`config.mk`:
```
export PLATFORM = sky130hd
export DESIGN_NAME = bpa_ctrl
export DESIGN_NICKNAME = d
export VERILOG_FILES = /design/src/rtl/bpa_pkg.sv /design/src/rtl/bpa_ctrl.sv
export SDC_FILE = /design/constraint.sdc
export NUM_CORES = 1
export LEC_CHECK = 0
export ABC_AREA = 0
export BUFFER_PORTS_ARGS = -buffer_cell sky130_fd_sc_hd__buf_4
export CORE_AREA = 4 4 41 43
export DETAILED_ROUTE_END_ITERATION = 8
export DIE_AREA = 0 0 45 47
export PLACE_DENSITY = 0.72
export SLEW_MARGIN = 20
export SYNTH_ARGS = -nofsm -noshare
export SYNTH_HDL_FRONTEND = slang
export SYNTH_SLANG_ARGS = --single-unit
```
`constraint.sdc`:
```
create_clock -name clock -period 2.1 [get_ports clock]
set_input_delay 0 -clock clock [delete_from_list [all_inputs] [get_ports clock]]
set_output_delay 0 -clock clock [all_outputs]
set_load 0.01 [all_outputs]
```
`src/rtl/bpa_pkg.sv`:
```
`timescale 1ns / 1ps
`default_nettype none

package bpa_pkg;

   // Pool geometry
   localparam int MAX_BLOCKS = 1024;
   localparam int IDX_W      = $clog2(MAX_BLOCKS);
   localparam int CNT_W      = IDX_W + 1;

   // Field widths
   localparam int BLEN_W  = 16;
   localparam int OWN_W   = 32;
   localparam int BYTES_W = 24;
   localparam int OP_W    = 3;
   localparam int CSR_W   = 2;
   localparam int DATA_W  = 32;
   localparam int DIV_W   = BYTES_W + 1;
   localparam int DCNT_W  = $clog2(DIV_W + 1);

   // Alloc gives up after this many wraps of the walk
   localparam logic [1:0] WRAP_ROUNDS = 2'd3;

   // Register indexes
   localparam logic [CSR_W-1:0] CSR_BLOCK_LEN   = 2'd0;
   localparam logic [CSR_W-1:0] CSR_BLOCK_COUNT = 2'd1;
   localparam logic [CSR_W-1:0] CSR_INITIAL_RUN = 2'd2;
   localparam logic [CSR_W-1:0] CSR_MY_ID       = 2'd3;

   // Operation codes
   typedef enum logic [OP_W-1:0] {
      OP_INIT      = 3'd0,
      OP_ALLOC     = 3'd1,
      OP_FREE      = 3'd2,
      OP_FREE_ALL  = 3'd3,
      OP_TRANSFER  = 3'd4,
      OP_TAKE      = 3'd5,
      OP_LENGTH    = 3'd6
   } op_type;

   // Controller states
   typedef enum logic [3:0] {
      ST_CLEAR,
      ST_IDLE,
      ST_FMT,
      ST_DIV,
      ST_A_CHK,
      ST_A_EVAL,
      ST_A_REL,
      ST_A_END,
      ST_A_SPLIT,
      ST_F_RD,
      ST_F_EV,
      ST_LEN,
      ST_DONE
   } state_type;

   // Datapath commands
   typedef enum logic [3:0] {
      CMD_NONE,
      CMD_LOAD,
      CMD_SWEEP,
      CMD_SIMPLE,
      CMD_LEN_ISSUE,
      CMD_A_INIT,
      CMD_A_ISSUE,
      CMD_A_EVAL,
      CMD_A_REL,
      CMD_A_END,
      CMD_A_SPLIT,
      CMD_F_INIT,
      CMD_F_ISSUE,
      CMD_F_EVAL,
      CMD_PUSH
   } cmd_type;

   // Datapath status toward the controller
   typedef struct packed {
      logic [OP_W-1:0] in_op;
      logic [OP_W-1:0] op;
      logic            div_busy;
      logic            sweep_last;
      logic            a_go;
      logic            a_split;
      logic            f_more;
      logic            req_zero;
      logic            rsp_free;
   } status_type;

endpackage

`default_nettype wire

```
`src/rtl/bpa_ctrl.sv`:
```
`timescale 1ns / 1ps
`default_nettype none

module bpa_ctrl (
   input  wire logic                  clock,
   input  wire logic                  reset,
   input  wire logic                  req_valid,
   output logic                       req_stall,
   input  wire bpa_pkg::status_type   status,
   output bpa_pkg::cmd_type           cmd
);

   bpa_pkg::state_type state_ff, state_in;

   always_ff @(posedge clock) begin
      if (reset) begin
         state_ff <= bpa_pkg::ST_CLEAR;
      end else begin
         state_ff <= state_in;
      end
   end

   // Next state and commands
   always_comb begin
      state_in  = state_ff;
      cmd       = bpa_pkg::CMD_NONE;
      req_stall = 1'b1;
      unique case (state_ff)
         bpa_pkg::ST_CLEAR: begin
            cmd = bpa_pkg::CMD_SWEEP;
            if (status.sweep_last) begin
               state_in = bpa_pkg::ST_IDLE;
            end
         end
         bpa_pkg::ST_IDLE: begin
            req_stall = 1'b0;
            if (req_valid) begin
               cmd = bpa_pkg::CMD_LOAD;
               if (status.in_op == bpa_pkg::OP_INIT) begin
                  state_in = bpa_pkg::ST_FMT;
               end else begin
                  state_in = bpa_pkg::ST_DIV;
               end
            end
         end
         bpa_pkg::ST_FMT: begin
            cmd = bpa_pkg::CMD_SWEEP;
            if (status.sweep_last) begin
               state_in = bpa_pkg::ST_DONE;
            end
         end
         bpa_pkg::ST_DIV: begin
            if (!status.div_busy) begin
               unique case (status.op)
                  bpa_pkg::OP_ALLOC: begin
                     if (status.req_zero) begin
                        cmd      = bpa_pkg::CMD_SIMPLE;
                        state_in = bpa_pkg::ST_DONE;
                     end else begin
                        cmd      = bpa_pkg::CMD_A_INIT;
                        state_in = bpa_pkg::ST_A_CHK;
                     end
                  end
                  bpa_pkg::OP_FREE_ALL: begin
                     cmd      = bpa_pkg::CMD_F_INIT;
                     state_in = bpa_pkg::ST_F_RD;
                  end
                  bpa_pkg::OP_LENGTH: begin
                     cmd      = bpa_pkg::CMD_LEN_ISSUE;
                     state_in = bpa_pkg::ST_LEN;
                  end
                  default: begin
                     cmd      = bpa_pkg::CMD_SIMPLE;
                     state_in = bpa_pkg::ST_DONE;
                  end
               endcase
            end
         end
         bpa_pkg::ST_LEN: begin
            cmd      = bpa_pkg::CMD_SIMPLE;
            state_in = bpa_pkg::ST_DONE;
         end
         bpa_pkg::ST_A_CHK: begin
            if (status.a_go) begin
               cmd      = bpa_pkg::CMD_A_ISSUE;
               state_in = bpa_pkg::ST_A_EVAL;
            end else begin
               state_in = bpa_pkg::ST_A_END;
            end
         end
         bpa_pkg::ST_A_EVAL: begin
            cmd      = bpa_pkg::CMD_A_EVAL;
            state_in = bpa_pkg::ST_A_REL;
         end
         bpa_pkg::ST_A_REL: begin
            cmd      = bpa_pkg::CMD_A_REL;
            state_in = bpa_pkg::ST_A_CHK;
         end
         bpa_pkg::ST_A_END: begin
            cmd = bpa_pkg::CMD_A_END;
            if (status.a_split) begin
               state_in = bpa_pkg::ST_A_SPLIT;
            end else begin
               state_in = bpa_pkg::ST_DONE;
            end
         end
         bpa_pkg::ST_A_SPLIT: begin
            cmd      = bpa_pkg::CMD_A_SPLIT;
            state_in = bpa_pkg::ST_DONE;
         end
         bpa_pkg::ST_F_RD: begin
            cmd      = bpa_pkg::CMD_F_ISSUE;
            state_in = bpa_pkg::ST_F_EV;
         end
         bpa_pkg::ST_F_EV: begin
            cmd = bpa_pkg::CMD_F_EVAL;
            if (status.f_more) begin
               state_in = bpa_pkg::ST_F_RD;
            end else begin
               state_in = bpa_pkg::ST_DONE;
            end
         end
         bpa_pkg::ST_DONE: begin
            if (status.rsp_free) begin
               cmd      = bpa_pkg::CMD_PUSH;
               state_in = bpa_pkg::ST_IDLE;
            end
         end
         default: begin
            state_in = bpa_pkg::ST_IDLE;
         end
      endcase
   end

endmodule

`default_nettype wire

```
==> After elaboration in Yosys (flattened, before gate mapping) <==
Cells that the tools add are included.
{ "totals": {"reg_bits": 4, "in_bits": 16, "out_inout_bits": 5, "elab_cells": 46} }
{ "op_classes": {"n_eq_ne": 20, "n_mux": 20, "reduce_logical": 5} }
{ "op_table": {"columns": ["op", "n"], "rows": [
  ["$pmux 4 s12", 2],
  ["$mux 4", 8],
  ["$pmux 4 s3", 2],
  ["$eq 4x4->1 const B", 5],
  ["$eq 4x3->1 const B", 4],
  ["$mux 3", 4],
  ["$ne 2x2->1 const B", 5],
  ["$eq 4x2->1 const B", 2],
  ["$reduce_and 5->1", 1],
  ["$eq 4x1->1 const B", 1],
  ["$logic_not 4->1", 1],
  ["$reduce_or 2->1", 2],
  ["$eq 3x1->1 const B", 1],
  ["$eq 3x2->1 const B", 1],
  ["$eq 3x3->1 const B", 1],
  ["$logic_not 3->1", 1],
  ["$mux 1", 3],
  ["$mux 2", 1]
]} }

==> Logic depth before layout (Yosys ltp) <==
Gate-level depths: netlist of the first run.
{ "depth": {"depth_word": 4, "depth_mapped": 6, "depth_no_buf": 4} }

==> Worst setup path after synthesis of the first run <==
No wires, ideal clock.
{ "synth_path": {"kind": "register -> register", "startpoint": "register state_ff[2]", "endpoint": "register state_ff[0]", "setup_time_ns": 0.091, "arrival_ns": 1.346, "slack_ns": 0.663, "stages_incl_launch_ff": 5, "n_path_buf": 1, "period_less_slack_ns": 1.437, "path_cell_list": "dfxtp_1 buf_6 or2_4 or4_1 a311oi_1"} }
{ "synth_between": {"elab_chain_cells": 3} }
{ "synth_rtl": {"columns": ["item", "line_no", "source"], "rows": [
  ["start: declaration", "bpa_ctrl.sv:13", "bpa_pkg::state_type state_ff, state_in;"],
  ["start signal: assignment", "bpa_ctrl.sv:17", "state_ff <= bpa_pkg::ST_CLEAR;"],
  ["start signal: assignment", "bpa_ctrl.sv:19", "state_ff <= state_in;"],
  ["$eq 4x4->1, or another cell as far along", "bpa_ctrl.sv:28", "unique case (state_ff)"],
  ["$reduce_or 2->1 (no line) / $ne 2x2->1 (equally long branches)", null, null],
  ["$pmux 4 s12 / $reduce_and 5->1 (equally long branches)", null, null]
]} }
Several ways; a longest one is shown, not always the timed one.
A chain may end at the register's enable or synchronous reset.

==> Final worst setup path of the first run <==
{ "layout_path": {"startpoint": "register state_ff[2]", "endpoint": "output cmd[1]"} }
{ "layout_between": {"elab_chain_cells": 3} }
{ "layout_rtl": {"columns": ["item", "line_no", "source"], "rows": [
  ["$eq 4x2->1 / $logic_not 4->1 (equally long branches)", "bpa_ctrl.sv:28", null],
  ["$reduce_or 2->1 (no line)", null, null],
  ["$pmux 4 s12 *", "bpa_ctrl.sv:28", null],
  ["end: declaration", "bpa_ctrl.sv:10", "output bpa_pkg::cmd_type cmd"]
]} }
Every way passes the cells marked *; elsewhere a longest branch is shown, timed or not.

==> impl_metrics.yaml, run 1 <==
run_status:
  status: "complete, no violations"
synthesis:
  synth.net_count: 101
  synth_edf_count: 0
  async_flop_share_pct: 0
  syn_area_per_cell_sq_um: 6.82
  ys_types: 36
  syn_area_sq_um: 579
  synth_warnings: 0
  synth_seq_area_share_pct: 13.8
  syn_inst: 85
  ys_ff_latch: 4
  synth-main-ff-cell: "dfxtp_1"
layout:
  largestRegisters: "state_ff: 4 flops"
  diodes: 0
  areaGrowthSynthToFinish_pct: 29.8
  largest_register_ffs: 4
  nFillCells: 137
  fin_nets: 121
  multi_input_area_sq_um: 455
  regArea_sq_um: 80.1
  final_layout_size_suffix_gt1_share_pct: 26.2
  final_cell_mix: "buf_4 (21), a21oi_1 (12), o21ai_0 (6), nand2b_1 (6), nand2_1 (5)"
  top_register: "state_ff"
  final_common_cell: "buf_4"
critical_path:
  arrival_ns: 1.76
  critical_path_required_ns: 2.10
  path_max_fanout: 19
  start_kind: "register"
  r2r-end: "state_ff[3]"
  r2r-start: "state_ff[0]"
  worst-setup-path-type: "reg -> out"
  rr_worst_depth: 4
  r2r_slack_ns: 0.37
  critPathCaptureType: "primary output"
  endpoint: "cmd[1]"
  startpoint: "state_ff[2]"
drt:
  ant_nets: 0
  wl_per_cell_um: 13.6
  vias_per_cell: 5.92
  dr_wl_met3_um: 125
  wl_met2_um: 710
  drcViolationCount: 0
  wl_um: 1600
  drtIter0Drc: 20
  num_vias: 699
  m1WireLength_um: 757
  top_layer: "met4"
  first_pass_iters: 4
clocking:
  clockBufferDepth: 2
  ctsHoldBuffers: 1
  cts_resized: 0
  clk_latency_ns: 0.23
  post_cts_buffers: 0
  root_buffer: "clkbuf_4"
  path_clk_slew_ns: 0.04
  cts_max_level: 1
  cts.sinks: 4
  cts_buffers: 3
  cts_tree: "done"
timing:
  finalMaxSlewViolations: 0
  fmax_ghz: 0.567
  hold_viol: 0
  tightest_slew_ns: 0.671
  setup_tns_ns: 0
  clock_skew_ns: 0.000185
  fin_crit_sh_pct: 84.0
  hold_slack_ns: 0.199
  setup_violations: 0
  final.min_clock_period_ns: 1.76
  rsz0062_at_grt: "false"
  slew_headroom_pct: 55.2
placed_design:
  routabilityCongestion: 0.842
  io_buffer_count: 20
  dp.final_hpwl_um: 1230
floorplan:
  io-pin-count: 21
  die_y_um: 47
  die_x_um: 45
  rows: 13
  initial_core_util_pct: 44.5
  die-area_sq_mm: 0.00212
  core_sq_mm: 0.00130
global_route:
  track_usage_pct: 15.5
  grt.overflow.total: 0
  antenna_found_initial: 0
  grt_pass1_vias: 606
  grt_max_degree: 24
  grt_pass1_wl_um: 2470
power_and_ir_drop:
  p_leak_nw: 0.293
  power.density_cell_area_mw_per_mm2: 366
  ir_drop_uv: 192
min_path:
  hp-class: "in -> reg"
run:
  maxCapViolCount: 0
per-stage QoR:
stage	cells	utilization [%]	area [sq um]	setup WS, ns	power, mW
floorplan	85	-	579	0.663	0.137
global placement	114	55.3	719	0.432	0.179
detailed placement	114	55.3	719	0.382	0.180
CTS	118	57.8	752	0.357	0.281
global route	118	57.8	752	0.152	0.294
finish	118	57.8	752	0.336	0.276
critical path, stage by stage (launching register included):
cell and delay, ns:
dfxtp_1 0.69, nor2_1 0.20, and3_1 0.24, a22oi_1 0.19
nand2_1 0.08, buf_4 0.14
final cells by class:
cell class	count	area share (%)
Multi-Input combinational cell	72	60.6
Timing Repair Buffer	22	22.3
Sequential cell	4	10.6
Clock buffer	3	3.00
Tap cell	15	2.50
Inverter	2	0.998
synthesized netlist by cell type, types with 3 or more instances:
cell type / count / share of area (%)
o21ai_0: 6 / 5.2
nand3b_1: 3 / 3.9
nand2_1: 5 / 3.2
nor2b_1: 4 / 4.3
dfxtp_1: 4 / 14
a21oi_1: 12 / 10
nand2b_1: 6 / 6.5
clkbuf_1: 4 / 2.6
nor2_1: 3 / 1.9
or3_1: 3 / 3.2
routing by layer:
metal | vias up | track usage (%)
met1 | 310 | 20.6
met5 | - | 0
met2 | 27 | 24.6
met4 | 0 | 5.26
li1 | 360 | -
met3 | 2 | 3.45
report_power, final:
part	leakage, nW	switching, mW	internal (mW)
registers	0.0326	0.0134	0.0795
logic	0.247	0.0390	0.0499
clock network	0.0138	0.0300	0.0638
total	0.293	0.0823	0.193
worst min path at each step:
stage               from     endpoint  cells after the start
2_1_floorplan      reset  state_ff[0]                      1
3_3_place_gp       reset  state_ff[0]                      2
3_5_place_dp       reset  state_ff[0]                      2
4_1_cts        status[0]  state_ff[3]                      4
5_1_grt        status[0]  state_ff[3]                      4
6_report       status[0]  state_ff[3]                      4
cells by family (layout without fill, tap and decap cells):
| kind of cell | Yosys count | after routing | share of synthesized area (%) |
|---|---|---|---|
| simple gates | 37 | 37 | 39.1 |
| compound gates | 33 | 33 | 36.5 |
| buf+inv | 9 | 27 | 7.56 |
| flops | 4 | 4 | 13.8 |
| xor+xnor | 2 | 2 | 3.02 |
Power figures use the tool's default switching activity.
==> inputs of run 2 (changes only) <==
--- a/config.mk
+++ b/config.mk
@@ -7,10 +7,10 @@
 export LEC_CHECK = 0
 export ABC_AREA = 0
 export BUFFER_PORTS_ARGS = -buffer_cell sky130_fd_sc_hd__buf_4
-export CORE_AREA = 4 4 41 43
+export CORE_MARGIN = 4
+export CORE_UTILIZATION = 43
 export DETAILED_ROUTE_END_ITERATION = 8
-export DIE_AREA = 0 0 45 47
-export PLACE_DENSITY = 0.72
+export PLACE_DENSITY = 0.74
 export SLEW_MARGIN = 20
 export SYNTH_ARGS = -nofsm -noshare
 export SYNTH_HDL_FRONTEND = slang
==> constraint.sdc (replaced) <==
create_clock -name clock -period 1.6 [get_ports clock]
set_input_delay 0 -clock clock [delete_from_list [all_inputs] [get_ports clock]]
set_output_delay 0 -clock clock [all_outputs]
set_load 0.01 [all_outputs]
==> impl_metrics.yaml, run 2 (synthesized netlist as in run 1, its figures left out) <==
placed_design:
  routabilityCongestion: 0.831
  io_buffer_count: 20
  dp.final_hpwl_um: 1390
drt:
  wl_um: 1870
  drcViolationCount: 0
  ant_nets: 0
  wl_per_cell_um: 15.0
  num_vias: 786
  first_pass_iters: 4
  drtIter0Drc: 35
  vias_per_cell: 6.29
layout:
  areaGrowthSynthToFinish_pct: 42.3
  diodes: 0
  fin_nets: 129
  final_common_cell: "buf_4"
  final_layout_size_suffix_gt1_share_pct: 36.9
  largest_register_ffs: 4
  final_util_pct: 69.5
  largestRegisters: "state_ff: 4 flops"
  top_register: "state_ff"
  final_cell_mix: "buf_4 (28), a21oi_1 (12), o21ai_0 (6), nand2b_1 (6), nand2_1 (5)"
critical_path:
  start_kind: "register"
  arrival_ns: 1.48
  path_max_fanout: 7
  worst-setup-path-type: "reg -> out"
  critPathCaptureType: "primary output"
  critical_path_required_ns: 1.60
power_and_ir_drop:
  p_switching_mw: 0.127
  switching_share_pct: 32.0
  power.density_cell_area_mw_per_mm2: 482
  pwr-share-clk_pct: 33.5
  comb_power_share_pct: 37.8
  p_leak_nw: 0.338
  power_frac_seq_pct: 28.7
  internal_power_mw: 0.270
  ir_drop_uv: 435
  total_power_mw: 0.397
floorplan:
  die_x_um: 44.7
  rows: 12
  initial_core_util_pct: 48.8
  core_sq_mm: 0.00119
  die-area_sq_mm: 0.00200
  io-pin-count: 21
  die_y_um: 44.7
run:
  maxCapViolCount: 0
global_route:
  grt_pass1_vias: 692
  track_usage_pct: 20.4
  grt.overflow.total: 0
  grt_max_degree: 16
  grt_pass1_wl_um: 3040
  antenna_found_initial: 0
timing:
  setup_tns_ns: 0
  tightest_slew_ns: 0.427
  setup_violations: 0
  fmax_ghz: 0.675
  finalMaxSlewViolations: 0
  clock_skew_ns: 0.00218
  fin_crit_sh_pct: 92.7
  rsz0062_at_grt: "false"
  final.min_clock_period_ns: 1.48
  slew_headroom_pct: 71.2
  hold_viol: 0
run_status:
  status: "complete, no violations"
clocking:
  clk_latency_ns: 0.24
  cts_max_level: 1
  cts_tree: "done"
  cts_buffers: 3
  path_clk_slew_ns: 0.04
  root_buffer: "clkbuf_4"
  post_cts_buffers: 0
  clockBufferDepth: 2
  cts.sinks: 4
min_path:
  hp-class: "in -> reg"
[run 2: power groups by stage]
stage / registers (mW) / clock network [mW] / logic, mW
global route: 0.115 / 0.139 / 0.165
finish: 0.114 / 0.133 / 0.150
CTS: 0.113 / 0.135 / 0.146
floorplan: 0.110 / 0 / 0.0690
global placement: 0.114 / 0 / 0.141
detailed placement: 0.114 / 0 / 0.143
[run 2: what timing repair did]
item / CTS / global route
resized for setup: 1 / 6
hold buffers: 1 / 0
endpoints found under the hold margin: 1 / 0
endpoints found under the setup margin: 2 / 4
[run 2: final timing paths]
kind | startpoint | to | slack (ns) | cells past startpoint
hold / removal | status[8] | state_ff[2] | 0.18 | 4
setup / recovery | state_ff[3] | cmd[3] | 0.12 | 6
setup reg to reg | state_ff[3] | state_ff[0] | 0.15 | 3
hold reg to reg | state_ff[3] | state_ff[0] | 0.54 | 2
[run 2: cell type report]
| type | instances | area [sq um] |
|---|---|---|
| Inverter | 2 | 7.51 |
| Fill cell | 111 | 362 |
| Sequential cell | 4 | 85.1 |
| Tap cell | 14 | 17.5 |
| Clock buffer | 3 | 22.5 |
| Timing Repair Buffer | 30 | 231 |
| Multi-Input combinational cell | 72 | 460 |
[run 2: layer usage]
metal | share of wire (%) | global-route usage [%] | wire length, um
met5 | 0 | 0 | 0
met4 | 2.1 | 11.4 | 39
met3 | 9.1 | 6.37 | 171
met2 | 46 | 29.5 | 856
met1 | 43 | 26.5 | 805
[run 2: worst max-delay path, cell delays in order (launching register included)]
cell and delay (ns):
dfxtp_2 0.35, buf_4 0.16, nor2_2 0.18, and3_1 0.21
nand4b_1 0.10, o211ai_1 0.10, buf_4 0.15
[run 2: stage by stage]
step	hold slack (ns)	setup WS, ns	cells	cell area (sq um)
global route	0.195	0.00202	125	825
global placement	0.198	0.106	121	778
finish	0.185	0.118	125	825
floorplan	0.0721	0.163	85	579
CTS	0.179	0.0202	125	812
detailed placement	0.195	0.142	121	778
==> inputs of run 3 (changes only) <==
--- a/config.mk
+++ b/config.mk
@@ -5,12 +5,12 @@
 export SDC_FILE = /design/constraint.sdc
 export NUM_CORES = 1
 export LEC_CHECK = 0
-export ABC_AREA = 0
+export ABC_AREA = 1
 export BUFFER_PORTS_ARGS = -buffer_cell sky130_fd_sc_hd__buf_4
 export CORE_MARGIN = 4
-export CORE_UTILIZATION = 43
+export CORE_UTILIZATION = 42
 export DETAILED_ROUTE_END_ITERATION = 8
-export PLACE_DENSITY = 0.74
+export PLACE_DENSITY = 0.72
 export SLEW_MARGIN = 20
 export SYNTH_ARGS = -nofsm -noshare
 export SYNTH_HDL_FRONTEND = slang
==> impl_metrics.yaml, run 3 <==
clocking:
  clk_latency_ns: 0.25
  cts_tree: "done"
  cts_buffers: 3
  cts.sinks: 4
  post_cts_buffers: 0
  clockBufferDepth: 2
  path_clk_slew_ns: 0.05
  cts_max_level: 1
  root_buffer: "clkbuf_4"
global_route:
  grt.overflow.total: 0
  track_usage_pct: 18.0
  grt_max_degree: 9
  grt_pass1_vias: 644
  antenna_found_initial: 0
  grt_pass1_wl_um: 2760
synthesis:
  synth.net_count: 115
  synth_seq_area_share_pct: 14.0
  ys_types: 25
  yosys-top-cells-area: "nand2_1 (15%), dfxtp_1 (14%), nand3_1 (8.7%)"
  synth_top_area_share_pct: 15.1
  ys_ff_latch: 4
  synth-main-ff-cell: "dfxtp_1"
  synth_top_cell_by_area: "nand2_1"
  synth_edf_count: 0
  synth.most_common_cell: "nand2_1"
  syn_area_per_cell_sq_um: 5.79
  synth_warnings: 0
  ys_top_cells_by_count: "nand2_1 (23), nor2_1 (12), inv_1 (10), nand3_1 (10), a21oi_1 (5)"
  async_flop_share_pct: 0
  syn_inst: 99
  syn_area_sq_um: 573
placed_design:
  io_buffer_count: 20
  routabilityCongestion: 0.807
  dp.final_hpwl_um: 1340
critical_path:
  slowest_delay_ns: 0.39
  r2r_slack_ns: 0.30
  path_max_fanout: 8
  path_cells: "nand2_2 > nor3_4 > nand4_1 > o2111ai_1 > buf_4"
  worst-setup-path-type: "reg -> out"
  rr_worst_depth: 9
  critPathCaptureType: "primary output"
  r2r-start: "state_ff[2]"
  r2r-end: "state_ff[0]"
  arrival_ns: 1.45
  startpoint: "state_ff[0]"
  start_kind: "register"
  endpoint: "cmd[3]"
  critical_path_required_ns: 1.60
  cpMaxStageDelayCell: "dfxtp_2"
  crit_family: "simple AND/OR/NAND/NOR gates"
  path_depth: 5
  critPathBufInv: 1
timing:
  hold_viol: 0
  setup_tns_ns: 0
  rsz0062_at_grt: "false"
  fmax_ghz: 0.689
  final.min_clock_period_ns: 1.45
  clock_skew_ns: 0.0106
  tightest_slew_ns: 0.331
  setup_violations: 0
  slew_headroom_pct: 77.8
  fin_crit_sh_pct: 90.7
  finalMaxSlewViolations: 0
floorplan:
  rows: 13
  initial_core_util_pct: 44.6
  die-area_sq_mm: 0.00202
  die_y_um: 44.9
  core_sq_mm: 0.00128
  die_x_um: 44.9
  io-pin-count: 21
layout:
  final_cell_mix: "nand2_1 (22), buf_4 (20), nor2_1 (12)"
  diodes: 0
  largest_register_ffs: 4
  final_util_pct: 60.6
  final_layout_size_suffix_gt1_share_pct: 35.5
  top_register: "state_ff"
  final_common_cell: "nand2_1"
  fin_nets: 139
  areaGrowthSynthToFinish_pct: 35.8
  largestRegisters: "state_ff: 4 flops"
run_status:
  status: "complete, no violations"
drt:
  first_pass_iters: 5
  drtIter0Drc: 26
  wl_per_cell_um: 12.3
  ant_nets: 0
  wl_um: 1670
  num_vias: 776
  drcViolationCount: 0
  vias_per_cell: 5.71
run:
  maxCapViolCount: 0
min_path:
  hp-class: "in -> reg"
power_and_ir_drop:
  power.density_cell_area_mw_per_mm2: 632
  p_leak_nw: 0.362
  ir_drop_uv: 301
==> run 3: worst min path at each step <==
stage	from	to	slack (ns)	depth (start not counted)
4_1_cts	status[5]	state_ff[1]	0.07	4
6_report	status[5]	state_ff[1]	0.07	4
5_1_grt	status[5]	state_ff[1]	0.09	4
2_1_floorplan	reset	state_ff[1]	0.06	1
3_3_place_gp	reset	state_ff[1]	0.18	2
3_5_place_dp	reset	state_ff[1]	0.19	2
==> run 3: cell type report <==
| cell class | instances | area (sq um) |
|---|---|---|
| Tap cell | 15 | 18.8 |
| Timing Repair Buffer | 21 | 160 |
| Clock buffer | 3 | 22.5 |
| Sequential cell | 4 | 85.1 |
| Multi-Input combinational cell | 80 | 443 |
| Inverter | 13 | 48.8 |
| Fill cell | 128 | 507 |
==> run 3: worst reg2reg max path: stages, from the launching register on <==
cell,delay [ns]
dfxtp_2,0.43
inv_2,0.09
nand2_4,0.15
nor2_4,0.06
nand2_2,0.09
nand2_2,0.07
nor2_4,0.12
nand2_1,0.06
nor2_1,0.10
nor2_1,0.04
==> run 3: cells by family (layout without fill, tap and decap cells) <==
kind of cell	after synthesis	in the layout	synth area share, %
AO/OA/AOI/OAI	16	16	18.3
flip-flops	4	4	14.0
AND/OR/NAND/NOR	64	64	57.4
buffers and inverters	15	37	10.3
==> run 3: power breakdown <==
part	leakage [nW]	total, mW	internal [mW]	switching (mW)
Clock	0.0138	0.136	0.0846	0.0510
Combinational	0.314	0.228	0.0998	0.128
Sequential	0.0343	0.128	0.110	0.0179
Total	0.362	0.492	0.295	0.197
==> run 3: what timing repair did <==
item	4_1_cts	5_1_grt
endpoints found under the setup margin	0	4
hold endpoints to repair	3	0
hold buffers	1	0
gates resized for setup	0	6
==> run 3: stage by stage <==
| step | power, mW | hold WS [ns] | area, sq um | worst slack [ns] | instances |
|---|---|---|---|---|---|
| 2_1_floorplan | 0.268 | 0.0624 | 573 | 0.396 | 99 |
| 3_3_place_gp | 0.348 | 0.183 | 732 | 0.210 | 132 |
| 3_5_place_dp | 0.349 | 0.186 | 732 | 0.198 | 132 |
| 4_1_cts | 0.487 | 0.0690 | 764 | 0.00140 | 136 |
| 5_1_grt | 0.522 | 0.0904 | 778 | 0.0414 | 136 |
| 6_report | 0.492 | 0.0650 | 778 | 0.150 | 136 |
==> run 3: layer usage <==
metal / share of wire (%) / GRT usage, % / up-vias
met5: 0 / 0 / -
met4: 1.6 / 7.02 / 0
met3: 9.1 / 1.59 / 4
met2: 49 / 29.9 / 49
met1: 40 / 23.7 / 342
li1: - / - / 381
